## src/hw/rtl/pcek7_pkg.sv

```systemverilog
// Package for the punctured K=7 convolutional encoder.
// Holds the shared queue entry and status types and the fixed constants.
// No dependencies.
package pcek7_pkg;

  localparam int unsigned POLY_W    = 7;   // tap word: input bit plus six state bits
  localparam int unsigned SHIFT_W   = 6;   // encoder shift register
  localparam int unsigned CODED_W   = 12;  // coded bits of one data byte
  localparam int unsigned TAIL_W    = 9;   // coded bits of the six-bit zero tail
  localparam int unsigned VBITS_W   = 4;
  localparam int unsigned OUT_TDATA_W = 16;

  localparam logic [POLY_W-1:0] POLY_A_RESET = 7'd121;
  localparam logic [POLY_W-1:0] POLY_B_RESET = 7'd91;

  localparam logic [VBITS_W-1:0] VBITS_FULL      = 4'd8;
  localparam logic [VBITS_W-1:0] VBITS_TAIL_ODD  = 4'd5;
  localparam logic [VBITS_W-1:0] VBITS_TAIL_EVEN = 4'd1;

  localparam logic [1:0] NBYTES_TWO   = 2'd2;
  localparam logic [1:0] NBYTES_THREE = 2'd3;

  typedef enum logic {
    OP_ENCODE = 1'b0,
    OP_FLUSH  = 1'b1
  } op_t;

  typedef enum logic {
    CFG_POLY_A = 1'b0,
    CFG_POLY_B = 1'b1
  } cfg_idx_t;

  // One burst of result bytes, first byte in the top bits.
  typedef struct packed {
    logic [23:0]        bytes;
    logic [1:0]         n_bytes;     // 2 or 3
    logic               last;        // burst closes the message
    logic [VBITS_W-1:0] last_vbits;  // valid bits of the final byte when last is set
  } entry_t;

  typedef struct packed {
    logic full;
    logic empty;
  } q_status_t;

endpackage

```

## src/hw/rtl/punctured_conv_encoder_k7_unit.sv

```systemverilog
// Top level of the rate 2/3 punctured K=7 convolutional encoder.
// Depends on pcek7_pkg, pcek7_front, pcek7_queue and pcek7_back.
//
// Usage: each input word carries a message byte in in_tdata and an op code
// in in_tuser (encode or end of message). The byte is coded MSB first in bit
// pairs; every second data word releases three 8-bit result words, and an
// end-of-message word flushes six zero bits and releases two or three words,
// the last of them marked by out_tlast with 5 or 1 valid bits. out_tdata
// carries the coded byte and its count of valid bits.
// The accepting edge writes a finished burst into the queue; the output
// register is then loaded from the queue head once it is free.
// Throughput: the front end takes one word per cycle while the queue has
// room; the back end emits one result word per cycle while the receiver is
// ready, and bursts are absorbed by the QUEUE_DEPTH-entry queue. When the
// receiver stalls, the output register holds its word, the queue fills and
// in_tready falls.
// Reset clears the encoder state, the queue and the output valid flag, and
// loads the default polynomials. The configuration port is always ready; the
// user must write it only while the block is idle; it is not enforced.
module punctured_conv_encoder_k7_unit
  import pcek7_pkg::*;
#(
  parameter int unsigned QUEUE_DEPTH = 4
) (
  input  logic                   clk,
  input  logic                   rst_n,
  // Input channel.
  input  logic                   in_tvalid,
  output logic                   in_tready,
  input  logic [0:0]             in_tuser,    // [0] op
  input  logic [7:0]             in_tdata,    // [7:0] data_byte
  // Result channel.
  output logic                   out_tvalid,
  input  logic                   out_tready,
  output logic [OUT_TDATA_W-1:0] out_tdata,   // [7:0] out_byte, [11:8] valid_bits
  output logic                   out_tlast,   // out_last
  // Configuration write channel.
  input  logic                   cfg_valid,
  output logic                   cfg_ready,
  input  logic [0:0]             cfg_index,
  input  logic [POLY_W-1:0]      cfg_data
);

  logic [POLY_W-1:0] poly_a_r;
  logic [POLY_W-1:0] poly_b_r;
  logic              push;
  logic              pop;
  entry_t            push_entry;
  entry_t            head;
  q_status_t         q_status;

  assign cfg_ready = 1'b1;

  // Polynomial registers; a change applies from the next coded bit.
  always_ff @(posedge clk) begin
    if (!rst_n) begin
      poly_a_r <= POLY_A_RESET;
      poly_b_r <= POLY_B_RESET;
    end else if (cfg_valid && cfg_ready) begin
      unique case (cfg_idx_t'(cfg_index[0]))
        CFG_POLY_A: poly_a_r <= cfg_data;
        CFG_POLY_B: poly_b_r <= cfg_data;
        default:    poly_a_r <= poly_a_r;
      endcase
    end
  end

  // The front end codes a whole byte per word and pushes finished bursts.
  pcek7_front u_front (
    .clk        (clk),
    .rst_n      (rst_n),
    .in_tvalid  (in_tvalid),
    .in_tready  (in_tready),
    .in_tuser   (in_tuser),
    .in_tdata   (in_tdata),
    .poly_a     (poly_a_r),
    .poly_b     (poly_b_r),
    .q_status   (q_status),
    .push       (push),
    .push_entry (push_entry)
  );

  // The queue lets the two ends stall independently.
  pcek7_queue #(
    .DEPTH (QUEUE_DEPTH)
  ) u_queue (
    .clk        (clk),
    .rst_n      (rst_n),
    .push       (push),
    .push_entry (push_entry),
    .pop        (pop),
    .head       (head),
    .status     (q_status)
  );

  // The back end serializes each burst into result words.
  pcek7_back u_back (
    .clk        (clk),
    .rst_n      (rst_n),
    .head       (head),
    .q_status   (q_status),
    .pop        (pop),
    .out_tvalid (out_tvalid),
    .out_tready (out_tready),
    .out_tdata  (out_tdata),
    .out_tlast  (out_tlast)
  );

endmodule

```

## src/hw/rtl/pcek7_front.sv

```systemverilog
// Front end of the encoder: accepts input words, runs the convolutional code
// over a whole byte and builds the result bursts. Depends on pcek7_pkg.
module pcek7_front
  import pcek7_pkg::*;
(
  input  logic               clk,
  input  logic               rst_n,
  input  logic               in_tvalid,
  output logic               in_tready,
  input  logic [0:0]         in_tuser,   // [0] op
  input  logic [7:0]         in_tdata,   // [7:0] data_byte
  input  logic [POLY_W-1:0]  poly_a,
  input  logic [POLY_W-1:0]  poly_b,
  input  q_status_t          q_status,
  output logic               push,
  output entry_t             push_entry
);

  logic [SHIFT_W-1:0] shift_r, shift_nxt;
  logic [CODED_W-1:0] pending_r, pending_nxt;
  logic               odd_r, odd_nxt;

  logic               accept;
  logic               is_flush;
  logic [7:0]         data_eff;
  logic [13:0]        hist;       // bit history, oldest in bit 0
  logic [7:0]         par_a;
  logic [7:0]         par_b;
  logic [CODED_W-1:0] coded;
  logic [TAIL_W-1:0]  tail;
  logic [20:0]        tail_odd;

  assign in_tready = !q_status.full;
  assign accept    = in_tvalid && in_tready;
  assign is_flush  = (op_t'(in_tuser[0]) == OP_FLUSH);
  assign data_eff  = is_flush ? 8'h00 : in_tdata;

  // Each step sees a seven-bit window of the history; the windows are
  // independent, so all eight parities are formed side by side.
  always_comb begin
    hist[SHIFT_W-1:0] = shift_r;
    for (int m = 0; m < 8; m++) begin
      hist[SHIFT_W+m] = data_eff[7-m];
    end
    for (int i = 0; i < 8; i++) begin
      par_a[i] = ^(hist[i +: POLY_W] & poly_a);
      par_b[i] = ^(hist[i +: POLY_W] & poly_b);
    end
    for (int p = 0; p < 4; p++) begin
      coded[11-3*p] = par_a[2*p];
      coded[10-3*p] = par_b[2*p];
      coded[9-3*p]  = par_b[2*p+1];
    end
  end

  assign tail     = coded[CODED_W-1:CODED_W-TAIL_W];
  assign tail_odd = {pending_r, tail};

  always_comb begin
    push        = 1'b0;
    push_entry  = '0;
    shift_nxt   = shift_r;
    pending_nxt = pending_r;
    odd_nxt     = odd_r;
    if (accept) begin
      if (is_flush) begin
        push        = 1'b1;
        shift_nxt   = '0;
        pending_nxt = '0;
        odd_nxt     = 1'b0;
        push_entry.last = 1'b1;
        if (odd_r) begin
          push_entry.bytes      = {tail_odd[20:13], tail_odd[12:5], 3'b000, tail_odd[4:0]};
          push_entry.n_bytes    = NBYTES_THREE;
          push_entry.last_vbits = VBITS_TAIL_ODD;
        end else begin
          push_entry.bytes      = {tail[8:1], 7'b0000000, tail[0], 8'h00};
          push_entry.n_bytes    = NBYTES_TWO;
          push_entry.last_vbits = VBITS_TAIL_EVEN;
        end
      end else begin
        shift_nxt = hist[13:8];
        if (odd_r) begin
          push                  = 1'b1;
          push_entry.bytes      = {pending_r, coded};
          push_entry.n_bytes    = NBYTES_THREE;
          push_entry.last       = 1'b0;
          push_entry.last_vbits = VBITS_FULL;
          pending_nxt           = '0;
          odd_nxt               = 1'b0;
        end else begin
          pending_nxt = coded;
          odd_nxt     = 1'b1;
        end
      end
    end
  end

  always_ff @(posedge clk) begin
    if (!rst_n) begin
      shift_r   <= '0;
      pending_r <= '0;
      odd_r     <= 1'b0;
    end else begin
      shift_r   <= shift_nxt;
      pending_r <= pending_nxt;
      odd_r     <= odd_nxt;
    end
  end

endmodule

```

## src/hw/rtl/pcek7_queue.sv

```systemverilog
// Short queue of result bursts between the front and back ends.
// Depends on pcek7_pkg for the entry and status types.
module pcek7_queue
  import pcek7_pkg::*;
#(
  parameter int unsigned DEPTH = 4
) (
  input  logic      clk,
  input  logic      rst_n,
  input  logic      push,
  input  entry_t    push_entry,
  input  logic      pop,
  output entry_t    head,
  output q_status_t status
);

  localparam int unsigned PTR_W = (DEPTH > 1) ? $clog2(DEPTH) : 1;
  localparam int unsigned CNT_W = $clog2(DEPTH + 1);

  entry_t           slot_r [DEPTH];
  logic [PTR_W-1:0] wr_ptr_r, wr_ptr_nxt;
  logic [PTR_W-1:0] rd_ptr_r, rd_ptr_nxt;
  logic [CNT_W-1:0] count_r, count_nxt;

  assign status.full  = (count_r == CNT_W'(DEPTH));
  assign status.empty = (count_r == '0);
  assign head         = slot_r[rd_ptr_r];

  always_comb begin
    wr_ptr_nxt = wr_ptr_r;
    rd_ptr_nxt = rd_ptr_r;
    if (push) begin
      wr_ptr_nxt = (wr_ptr_r == PTR_W'(DEPTH - 1)) ? '0 : wr_ptr_r + 1'b1;
    end
    if (pop) begin
      rd_ptr_nxt = (rd_ptr_r == PTR_W'(DEPTH - 1)) ? '0 : rd_ptr_r + 1'b1;
    end
    case ({push, pop})
      2'b10:   count_nxt = count_r + 1'b1;
      2'b01:   count_nxt = count_r - 1'b1;
      default: count_nxt = count_r;
    endcase
  end

  always_ff @(posedge clk) begin
    if (push) begin
      slot_r[wr_ptr_r] <= push_entry;
    end
  end

  always_ff @(posedge clk) begin
    if (!rst_n) begin
      wr_ptr_r <= '0;
      rd_ptr_r <= '0;
      count_r  <= '0;
    end else begin
      wr_ptr_r <= wr_ptr_nxt;
      rd_ptr_r <= rd_ptr_nxt;
      count_r  <= count_nxt;
    end
  end

`ifndef ASSERT_OFF
  a_no_push_full: assert property (@(posedge clk) disable iff (!rst_n)
    push && !pop |-> !status.full)
    else $error("queue written while full");

  a_no_pop_empty: assert property (@(posedge clk) disable iff (!rst_n)
    pop |-> !status.empty)
    else $error("queue read while empty");
`endif

endmodule

```

## src/hw/rtl/pcek7_back.sv

```systemverilog
// Back end of the encoder: splits queued bursts into result words and holds
// them in the output register until taken. Depends on pcek7_pkg.
module pcek7_back
  import pcek7_pkg::*;
(
  input  logic                   clk,
  input  logic                   rst_n,
  input  entry_t                 head,
  input  q_status_t              q_status,
  output logic                   pop,
  output logic                   out_tvalid,
  input  logic                   out_tready,
  output logic [OUT_TDATA_W-1:0] out_tdata,   // [7:0] out_byte, [11:8] valid_bits
  output logic                   out_tlast
);

  logic                   out_valid_r, out_valid_nxt;
  logic [7:0]             byte_r;
  logic [VBITS_W-1:0]     vbits_r;
  logic                   last_r;
  logic [1:0]             idx_r, idx_nxt;
  logic                   load;
  logic                   final_byte;
  logic [7:0]             sel_byte;

  assign load       = !q_status.empty && (!out_valid_r || out_tready);
  assign final_byte = (idx_r == head.n_bytes - 2'd1);

  always_comb begin
    case (idx_r)
      2'd0:    sel_byte = head.bytes[23:16];
      2'd1:    sel_byte = head.bytes[15:8];
      default: sel_byte = head.bytes[7:0];
    endcase
  end

  assign pop = load && final_byte;

  always_comb begin
    idx_nxt       = idx_r;
    out_valid_nxt = out_valid_r;
    if (load) begin
      out_valid_nxt = 1'b1;
      idx_nxt       = final_byte ? 2'd0 : idx_r + 2'd1;
    end else if (out_tready) begin
      out_valid_nxt = 1'b0;
    end
  end

  always_ff @(posedge clk) begin
    if (load) begin
      byte_r  <= sel_byte;
      last_r  <= final_byte && head.last;
      vbits_r <= (final_byte && head.last) ? head.last_vbits : VBITS_FULL;
    end
  end

  always_ff @(posedge clk) begin
    if (!rst_n) begin
      out_valid_r <= 1'b0;
      idx_r       <= '0;
    end else begin
      out_valid_r <= out_valid_nxt;
      idx_r       <= idx_nxt;
    end
  end

  assign out_tvalid = out_valid_r;
  assign out_tdata  = {4'b0000, vbits_r, byte_r};
  assign out_tlast  = last_r;

`ifndef ASSERT_OFF
  a_last_partial: assert property (@(posedge clk) disable iff (!rst_n)
    out_tvalid && out_tlast |-> (vbits_r == VBITS_TAIL_ODD || vbits_r == VBITS_TAIL_EVEN))
    else $error("final word without a partial byte");

  a_mid_full: assert property (@(posedge clk) disable iff (!rst_n)
    out_tvalid && !out_tlast |-> (vbits_r == VBITS_FULL))
    else $error("partial byte before the end of a message");
`endif

endmodule

```

## config.mk

```make
export PLATFORM = sky130hd
export DESIGN_NAME = punctured_conv_encoder_k7_unit
export DESIGN_NICKNAME = d
export VERILOG_FILES = /design/src/hw/rtl/pcek7_pkg.sv /design/src/hw/rtl/punctured_conv_encoder_k7_unit.sv /design/src/hw/rtl/pcek7_front.sv /design/src/hw/rtl/pcek7_queue.sv /design/src/hw/rtl/pcek7_back.sv
export SDC_FILE = /design/constraint.sdc
export NUM_CORES = 1
export LEC_CHECK = 0
export ABC_AREA = 0
export BUFFER_PORTS_ARGS = -buffer_cell sky130_fd_sc_hd__buf_2
export CORE_MARGIN = 3
export CORE_UTILIZATION = 61
export CTS_CLUSTER_SIZE = 16
export DETAILED_ROUTE_END_ITERATION = 16
export GPL_ROUTABILITY_DRIVEN = 0
export GPL_TIMING_DRIVEN = 0
export MAX_ROUTING_LAYER = met4
export PLACE_DENSITY = 0.88
export SKIP_LAST_GASP = 1
export SLEW_MARGIN = 0
export SYNTH_ARGS = -nofsm -noshare
export SYNTH_HDL_FRONTEND = slang
export SYNTH_SLANG_ARGS = --single-unit
export TNS_END_PERCENT = 10
```

## constraint.sdc

```tcl
create_clock -name clk -period 3.7 [get_ports clk]
set_input_delay 0.37 -clock clk [delete_from_list [all_inputs] [get_ports clk]]
set_output_delay 0.37 -clock clk [all_outputs]
set_load 0.02 [all_outputs]
```

==> results of run 1 <==
==> how the worst max path moves through the flow <==
stage,slack (ps),endpoint,cells after the start
after global placement,510,u_queue.slot_r[1][3],6
after CTS,390,u_queue.count_r[2],10
after detailed placement,460,u_queue.count_r[2],10
after global routing,240,u_queue.count_r[2],10
after floorplan,930,u_queue.count_r[2],10
final,430,u_queue.count_r[2],10
==> logic make-up after synthesis <==
group	count (synthesis)	synth area share
compound gates	55	0.0456
fa+ha+maj	9	0.0151
flops	173	0.597
xor+xnor	73	0.0866
simple gates	244	0.138
other cells	2	0.000945
mux	32	0.0875
buf+inv	52	0.0297
==> synth_stat cells, drive strengths merged <==
cell,instances,area (sq um)
dfxtp,45,901
or2,2,12.5
a21oi,6,30.0
a221o,8,80.1
nand2,147,552
conb,2,7.51
nor2,22,90.1
mux4,29,653
o21a,2,15.0
a21o,1,7.51
edfxtp,128,3840
and3,5,31.3
nand2b,2,12.5
xnor2,51,454
or3,2,12.5
nor3,5,25.0
xnor3,3,67.6
a21boi,16,120
ha,8,100
nand4b,1,8.76
clkbuf,26,97.6
mux2i,3,42.5
fa,1,20.0
or4,1,7.51
o21ai,22,110
buf,17,105
nand3,21,105
xor2,19,166
and2,12,75.1
nor2b,15,96.3
nand4,1,6.26
nand3b,8,60.1
inv,9,33.8
==> sequential cells by signal, indices dropped and copies added (netlist names), named ones only <==
| register | cells |
|---|---|
| u_queue.slot_r | 116 |
| u_front.pending_r | 12 |
| u_back.byte_r | 8 |
| poly_a_r | 7 |
| poly_b_r | 7 |
| u_front.shift_r | 6 |
| u_back.vbits_r | 3 |
| u_queue.count_r | 3 |
| u_back.idx_r | 2 |
| u_queue.rd_ptr_r | 2 |
| u_queue.wr_ptr_r | 2 |
| u_back.out_tlast | 1 |
| u_back.out_tvalid | 1 |
| u_front.odd_r | 1 |
==> final cells by class <==
type / instances / area [sq um] / area share
inverters: 9 / 33.8 / 0.00379
clock inverters: 14 / 143 / 0.0160
plain buffers: 43 / 203 / 0.0227
well taps: 172 / 215 / 0.0241
repair buffers: 31 / 155 / 0.0174
multi-input cells: 419 / 2990 / 0.335
clock buffers: 18 / 429 / 0.0482
flip-flops and latches: 173 / 4740 / 0.532
==> power breakdown <==
part           internal (W)  switching [W]
Combinational      0.000479       0.000709
Sequential          0.00230      0.0000755
Clock              0.000992       0.000734
==> layer usage <==
layer	wire (um)	track usage	vias to the layer above
li1	-	-	2342
met1	6700	0.321	2534
met2	9070	0.438	251
met3	1120	0.0457	42
met4	317	0.0816	0
met5	0	-	-
==> worst max-delay path, cell delays in order (launching register included) <==
cell      delay (ps)
dfxtp_1          360
clkbuf_1         570
mux4_2           430
and2_1           200
mux2i_4          260
nor2_4            90
ha_1             240
fa_1             440
xnor2_1          150
or3_1            300
a21boi_0         170
==> metrics by stage <==
| stage | cells | setup slack, ps | hold WS [ps] | utilization | cell area, sq um |
|---|---|---|---|---|---|
| floorplan | 644 | 926 | 417 | - | 7970 |
| global placement | 847 | 510 | 430 | 0.658 | 8340 |
| detailed placement | 847 | 462 | 433 | 0.658 | 8340 |
| CTS | 879 | 390 | 151 | 0.703 | 8910 |
| global route | 879 | 235 | 161 | 0.703 | 8910 |
| finish | 879 | 434 | 163 | 0.703 | 8910 |
==> tab_implementation.tex, run 1 <==
\begin{tabular}{lr}
\hline
Metric & Value \\
\hline
\multicolumn{2}{l}{\textbf{Finish}} \\
Proportion of layout cells with a drive suffix above 1 & 0.161 \\
Net count reported at finish & around 730 \\
Ant. Diodes & 0 \\
Commonest non-fill, non-tap cells in the layout & nand2\_1 (147), edfxtp\_1 (128), xnor2\_1 (50), dfxtp\_1 (45), buf\_2 (40) \\
Filler Cells Inserted & around 850 \\
Most frequent standard cell in the layout excluding fill and tap cells & nand2\_1 \\
Area grow syn2layout & 12.1\% \\
\multicolumn{2}{l}{\textbf{STA}} \\
Final setup violation count & 0 \\
Worst max-slew margin expressed relative to the limit & 0.446 \\
Share of the clock period used by the worst path & 0.883 \\
Worst Max-Slew Pin Slew & 831 ps \\
Final count of pins violating max slew & 0 \\
Final setup TNS & 0 ps \\
Final hold violation count & 0 \\
Max Fclk & 0.306 GHz \\
Final period demand of the worst path & 3270 ps \\
Post-Route Skew & $\sim$7.6 ps \\
Setup repair after global routing missed its margin & false \\
\multicolumn{2}{l}{\textbf{Setup path}} \\
Category of the worst setup path capture point & flop \\
Data arrival, critical path & 3620 ps \\
Destination of the worst register-to-register timing path & u\_queue.count\_r[2] \\
Critical setup path kind & flop to flop \\
Type of origin of the critical path & flop \\
Worst reg-to-reg path cell count & 10 \\
Reg-to-reg slack, setup & 430 ps \\
Required arrival time at the worst endpoint & 4050 ps \\
Worst-path fanout max & 10 \\
\multicolumn{2}{l}{\textbf{Synthesis}} \\
Synthesized instance count & between 600 and 700 \\
Register area share after synthesis & 0.597 \\
Average cell area after synthesis & $\sim$12 sq um \\
Netlist cell types & 42 \\
Synthesized area & 7950 sq um \\
Synth warnings & 0 \\
Synthesis-stage register bit count & 173 \\
\multicolumn{2}{l}{\textbf{Floorplanning}} \\
Core Region & 12700 sq um \\
Overall die width & about 120 um \\
Die Footprint & around 14000 sq um \\
I/O Pins & 42 \\
Chip Height & between 100 and 150 um \\
Initial core utilization & 0.627 \\
Core Rows & 41 \\
\multicolumn{2}{l}{\textbf{Detailed routing}} \\
Detailed-route DRC error count & 0 \\
Drt first pass iters & 5 \\
Count of antenna-violating nets left after detailed routing & 0 \\
Post-Route WL & 17.2 mm \\
Via density per instance & 5.88 \\
Starting DRC count in detailed routing & between 500 and 600 \\
Average routed wire per standard cell & 19.6 um \\
Total via count after detailed routing & 5169 \\
\multicolumn{2}{l}{\textbf{Clocking}} \\
Clock root buffer & clkbuf\_16 \\
Clock sink count & around 170 \\
TritonCTS clock tree & yes \\
Number of buffers added by the clock tree synthesis step & 17 \\
Total setup buffers inserted after CTS & 0 \\
Number of gates resized after cts & 0 \\
Largest buffer count on any clock path & 2 \\
Maximum level of the CTS H-tree & 4 \\
Skew-Pair Late Insertion Delay & $\sim$430 ps \\
Count of hold-fix buffers inserted at cts & 0 \\
Clock transition at path regs & about 70 ps \\
\multicolumn{2}{l}{\textbf{Global routing}} \\
Vias in the first global route & 5094 \\
Maximum number of pins on one net before global-route repair & 30 \\
Initial antenna violation count & 0 \\
Grt total ovfl & 0 \\
Global-route wire length before repair & 27.5 mm \\
Global-route usage over all layers & 0.259 \\
\multicolumn{2}{l}{\textbf{Pwr}} \\
Static leakage power & 3.15 nW \\
Post-layout power & 0.00528 W \\
PD cells & $\sim$590 nW/um\^{}2 \\
VDD IR-drop max & between 0.2 and 0.3 mV \\
\multicolumn{2}{l}{\textbf{Min path}} \\
Worst hold path type & input pin to flop \\
Hold Crit Start & cfg\_data[4] \\
Terminating pin of the worst hold path & poly\_b\_r[4] \\
Number of cells on the worst hold path & 3 \\
\multicolumn{2}{l}{\textbf{Job}} \\
Count of maximum capacitance violations & 0 \\
\multicolumn{2}{l}{\textbf{Place}} \\
Half-perimeter wire length after detailed placement & about 11 mm \\
Number of I/O port buffers & 31 \\
\multicolumn{2}{l}{\textbf{Run status}} \\
Outcome & complete, no violations \\
\hline
\end{tabular}
Note: power is estimated with default switching activity, not from simulation.
==> run 2: changes to the inputs <==
- GPL_TIMING_DRIVEN: 0 -> default
- HOLD_SLACK_MARGIN: default -> 0.1
- PLACE_DENSITY: 0.88 -> 0.8
==> tab_implementation.tex, run 2 (same netlist as run 1, synthesis figures left out) <==
\begin{tabular}{lr}
\hline
Metric & Value \\
\hline
\multicolumn{2}{l}{\textbf{Floorplanning}} \\
Die Footprint & 14400 sq um (unchanged) \\
Core Rows & 41 (unchanged) \\
Initial core utilization & 0.627 (unchanged) \\
Core Region & 12700 sq um (unchanged) \\
I/O Pins & 42 (unchanged) \\
Chip Height & 120 um (unchanged) \\
Overall die width & 120 um (unchanged) \\
\multicolumn{2}{l}{\textbf{STA}} \\
Final setup TNS & 0 ps (unchanged) \\
Minimum setup slack in the final design & 716 ps (was 434 ps) \\
Post-Route Skew & 7.55 ps (was 7.65 ps) \\
Worst Max-Slew Pin Slew & 632 ps (was 831 ps) \\
Worst max-slew margin expressed relative to the limit & 0.574 (was 0.446) \\
Share of the clock period used by the worst path & 0.806 (was 0.883) \\
Final count of pins violating max slew & 0 (unchanged) \\
Max Fclk & 0.335 GHz (was 0.306 GHz) \\
Final setup violation count & 0 (unchanged) \\
Setup repair after global routing missed its margin & false (unchanged) \\
Final period demand of the worst path & 2980 ps (was 3270 ps) \\
Final hold violation count & 0 (unchanged) \\
\multicolumn{2}{l}{\textbf{Global routing}} \\
Grt total ovfl & 0 (unchanged) \\
Vias in the first global route & 4898 (was 5094) \\
Global-route wire length before repair & 25.7 mm (was 27.5 mm) \\
Global-route usage over all layers & 0.242 (was 0.259) \\
Initial antenna violation count & 0 (unchanged) \\
Maximum number of pins on one net before global-route repair & 39 (was 30) \\
\multicolumn{2}{l}{\textbf{Pwr}} \\
Share of total power consumed by net switching & 0.277 (was 0.287) \\
Clock power share & 0.337 (was 0.327) \\
VDD IR-drop max & 0.293 mV (was 0.276 mV) \\
Power dissipated by switching net loads & 0.00147 W (was 0.00152 W) \\
Static leakage power & 3.12 nW (was 3.15 nW) \\
Share of total power in sequential cells & 0.451 (was 0.449) \\
Combinational fraction of design power & 0.211 (was 0.225) \\
PD cells & 600 nW/um\^{}2 (was 593 nW/um\^{}2) \\
Internal power contribution & 0.00382 W (was 0.00377 W) \\
\multicolumn{2}{l}{\textbf{Finish}} \\
Net count reported at finish & 694 (was 725) \\
Proportion of layout cells with a drive suffix above 1 & 0.161 (about the same) \\
Final cell count without fillers & 848 (was 879) \\
Largest registers & u\_queue.slot\_r x116, u\_front.pending\_r x12, u\_back.byte\_r x8 (unchanged) \\
Most frequent standard cell in the layout excluding fill and tap cells & nand2\_1 (unchanged) \\
Commonest non-fill, non-tap cells in the layout & nand2\_1 (147), edfxtp\_1 (128), xnor2\_1 (50), dfxtp\_1 (44), buf\_2 (35) (was nand2\_1 (147), edfxtp\_1 (128), xnor2\_1 (50), dfxtp\_1 (45), buf\_2 (40)) \\
Register bank with the most flops & u\_queue.slot\_r (unchanged) \\
Ant. Diodes & 0 (unchanged) \\
Area grow syn2layout & 10.8\% (was 12.1\%) \\
Number of flip-flops in the largest register & 116 (unchanged) \\
Finished layout cell area & 8810 sq um (was 8910 sq um) \\
\multicolumn{2}{l}{\textbf{Setup path}} \\
Reg-to-reg slack, setup & 720 ps (was 430 ps) \\
Delay of the slowest cell on the worst path & 540 ps (was 570 ps) \\
Critical-path top delay cell & mux4\_2 (was clkbuf\_1) \\
Worst reg-to-reg path cell count & 9 (was 10) \\
Data arrival, critical path & 3340 ps (was 3620 ps) \\
Destination of the worst register-to-register timing path & u\_queue.count\_r[2] (unchanged) \\
Required arrival time at the worst endpoint & 4050 ps (about the same) \\
Critical setup path kind & flop to flop (unchanged) \\
Crit path cell chain & mux4\_2, xnor2\_2, mux2i\_4, nor2\_4, ha\_1, fa\_1, xnor2\_1, or3\_1, a21boi\_0 (was clkbuf\_1, mux4\_2, and2\_1, mux2i\_4, nor2\_4, ha\_1, fa\_1, xnor2\_1, or3\_1, a21boi\_0) \\
Category of the worst setup path capture point & flop (unchanged) \\
Type of origin of the critical path & flop (unchanged) \\
Worst-path fanout max & 5 (was 10) \\
\multicolumn{2}{l}{\textbf{Min path}} \\
Terminating pin of the worst hold path & poly\_a\_r[6] (was poly\_b\_r[4]) \\
Worst hold path type & input pin to flop (unchanged) \\
Hold Crit Start & cfg\_data[6] (was cfg\_data[4]) \\
Number of cells on the worst hold path & 3 (unchanged) \\
\multicolumn{2}{l}{\textbf{Clocking}} \\
Clock transition at path regs & 70 ps (about the same) \\
Clock root buffer & clkbuf\_16 (unchanged) \\
Number of gates resized after cts & 0 (unchanged) \\
Number of buffers added by the clock tree synthesis step & 17 (unchanged) \\
Skew-Pair Late Insertion Delay & 430 ps (about the same) \\
Clock sink count & 173 (unchanged) \\
TritonCTS clock tree & yes (unchanged) \\
Count of hold-fix buffers inserted at cts & 0 (unchanged) \\
Maximum level of the CTS H-tree & 4 (unchanged) \\
Total setup buffers inserted after CTS & 0 (unchanged) \\
Largest buffer count on any clock path & 2 (unchanged) \\
\multicolumn{2}{l}{\textbf{Run status}} \\
Outcome & complete, no violations (unchanged) \\
\multicolumn{2}{l}{\textbf{Detailed routing}} \\
Detailed-route DRC error count & 0 (unchanged) \\
Total via count after detailed routing & 4947 (was 5169) \\
Drt first pass iters & 5 (unchanged) \\
Via density per instance & 5.83 (was 5.88) \\
Post-Route WL & 15.9 mm (was 17.2 mm) \\
Count of antenna-violating nets left after detailed routing & 0 (unchanged) \\
Average routed wire per standard cell & 18.7 um (was 19.6 um) \\
Starting DRC count in detailed routing & 446 (was 588) \\
\multicolumn{2}{l}{\textbf{Place}} \\
Dpl cell area & 8210 sq um (was 8340 sq um) \\
Half-perimeter wire length after detailed placement & 10.3 mm (was 11.5 mm) \\
Number of I/O port buffers & 35 (was 31) \\
Pre-CTS setup slack & 707 ps (was 462 ps) \\
Cell count after placement & 816 (was 847) \\
\multicolumn{2}{l}{\textbf{Job}} \\
Count of maximum capacitance violations & 0 (unchanged) \\
\hline
\end{tabular}
## run 2: changes by cell type in the layout (fill, tap and decap cells not counted), sizes merged
cell	change
clkinvlp	-1
clkinv	+2
buf	-5
bufinv	+1
inv	-1
clkbuf	-27
## run 2: through the flow
stage                      util  hold slack [ps]  total power, W
after global placement    0.648              426         0.00350
final                     0.695              170         0.00529
after detailed placement  0.648              434         0.00355
after CTS                 0.695              162         0.00531
after floorplan               -              417         0.00326
after global routing      0.695              157         0.00550
## run 2: worst max-delay path: cells and delay by family, from the launching register on
family | cells | cell delay, ps
compound gates | 1 | 180
mux | 2 | 920
xor+xnor | 2 | 380
flops | 1 | 360
simple gates | 2 | 400
fa+ha+maj | 2 | 670
## run 2: layout make-up
| type | instances | area, sq um |
|---|---|---|
| clock buffers | 17 | 425 |
| well taps | 172 | 215 |
| clock inverters | 15 | 171 |
| multi-input cells | 419 | 2980 |
| inverters | 9 | 33.8 |
| flip-flops and latches | 173 | 4750 |
| fillers | 876 | 3860 |
| repair buffers | 43 | 235 |
## run 2: worst max path at each step
stage / slack (ps) / start / depth (start not counted) / end
floorplan: 930 / flop / 10 / u_queue.count_r[2]
global placement: 850 / flop / 9 / u_queue.count_r[2]
detailed placement: 710 / flop / 9 / u_queue.count_r[2]
CTS: 700 / flop / 9 / u_queue.count_r[2]
global route: 570 / flop / 9 / u_queue.count_r[2]
finish: 720 / flop / 9 / u_queue.count_r[2]
## run 2: metal layers
| metal | global-route usage | up-vias | share of wire |
|---|---|---|---|
| met2 | 0.410 | 180 | 0.53 |
| met4 | 0.0687 | 0 | 0.016 |
| met1 | 0.294 | 2461 | 0.40 |
| met3 | 0.0575 | 27 | 0.060 |
| li1 | - | 2279 | - |
| met5 | - | - | 0 |
## run 2: power groups by stage
stage	combinational [W]	sequential (W)	clock (W)
global placement	0.00109	0.00241	0
floorplan	0.000772	0.00249	0
CTS	0.00113	0.00239	0.00179
finish	0.00112	0.00239	0.00178
detailed placement	0.00112	0.00243	0
global route	0.00122	0.00240	0.00188
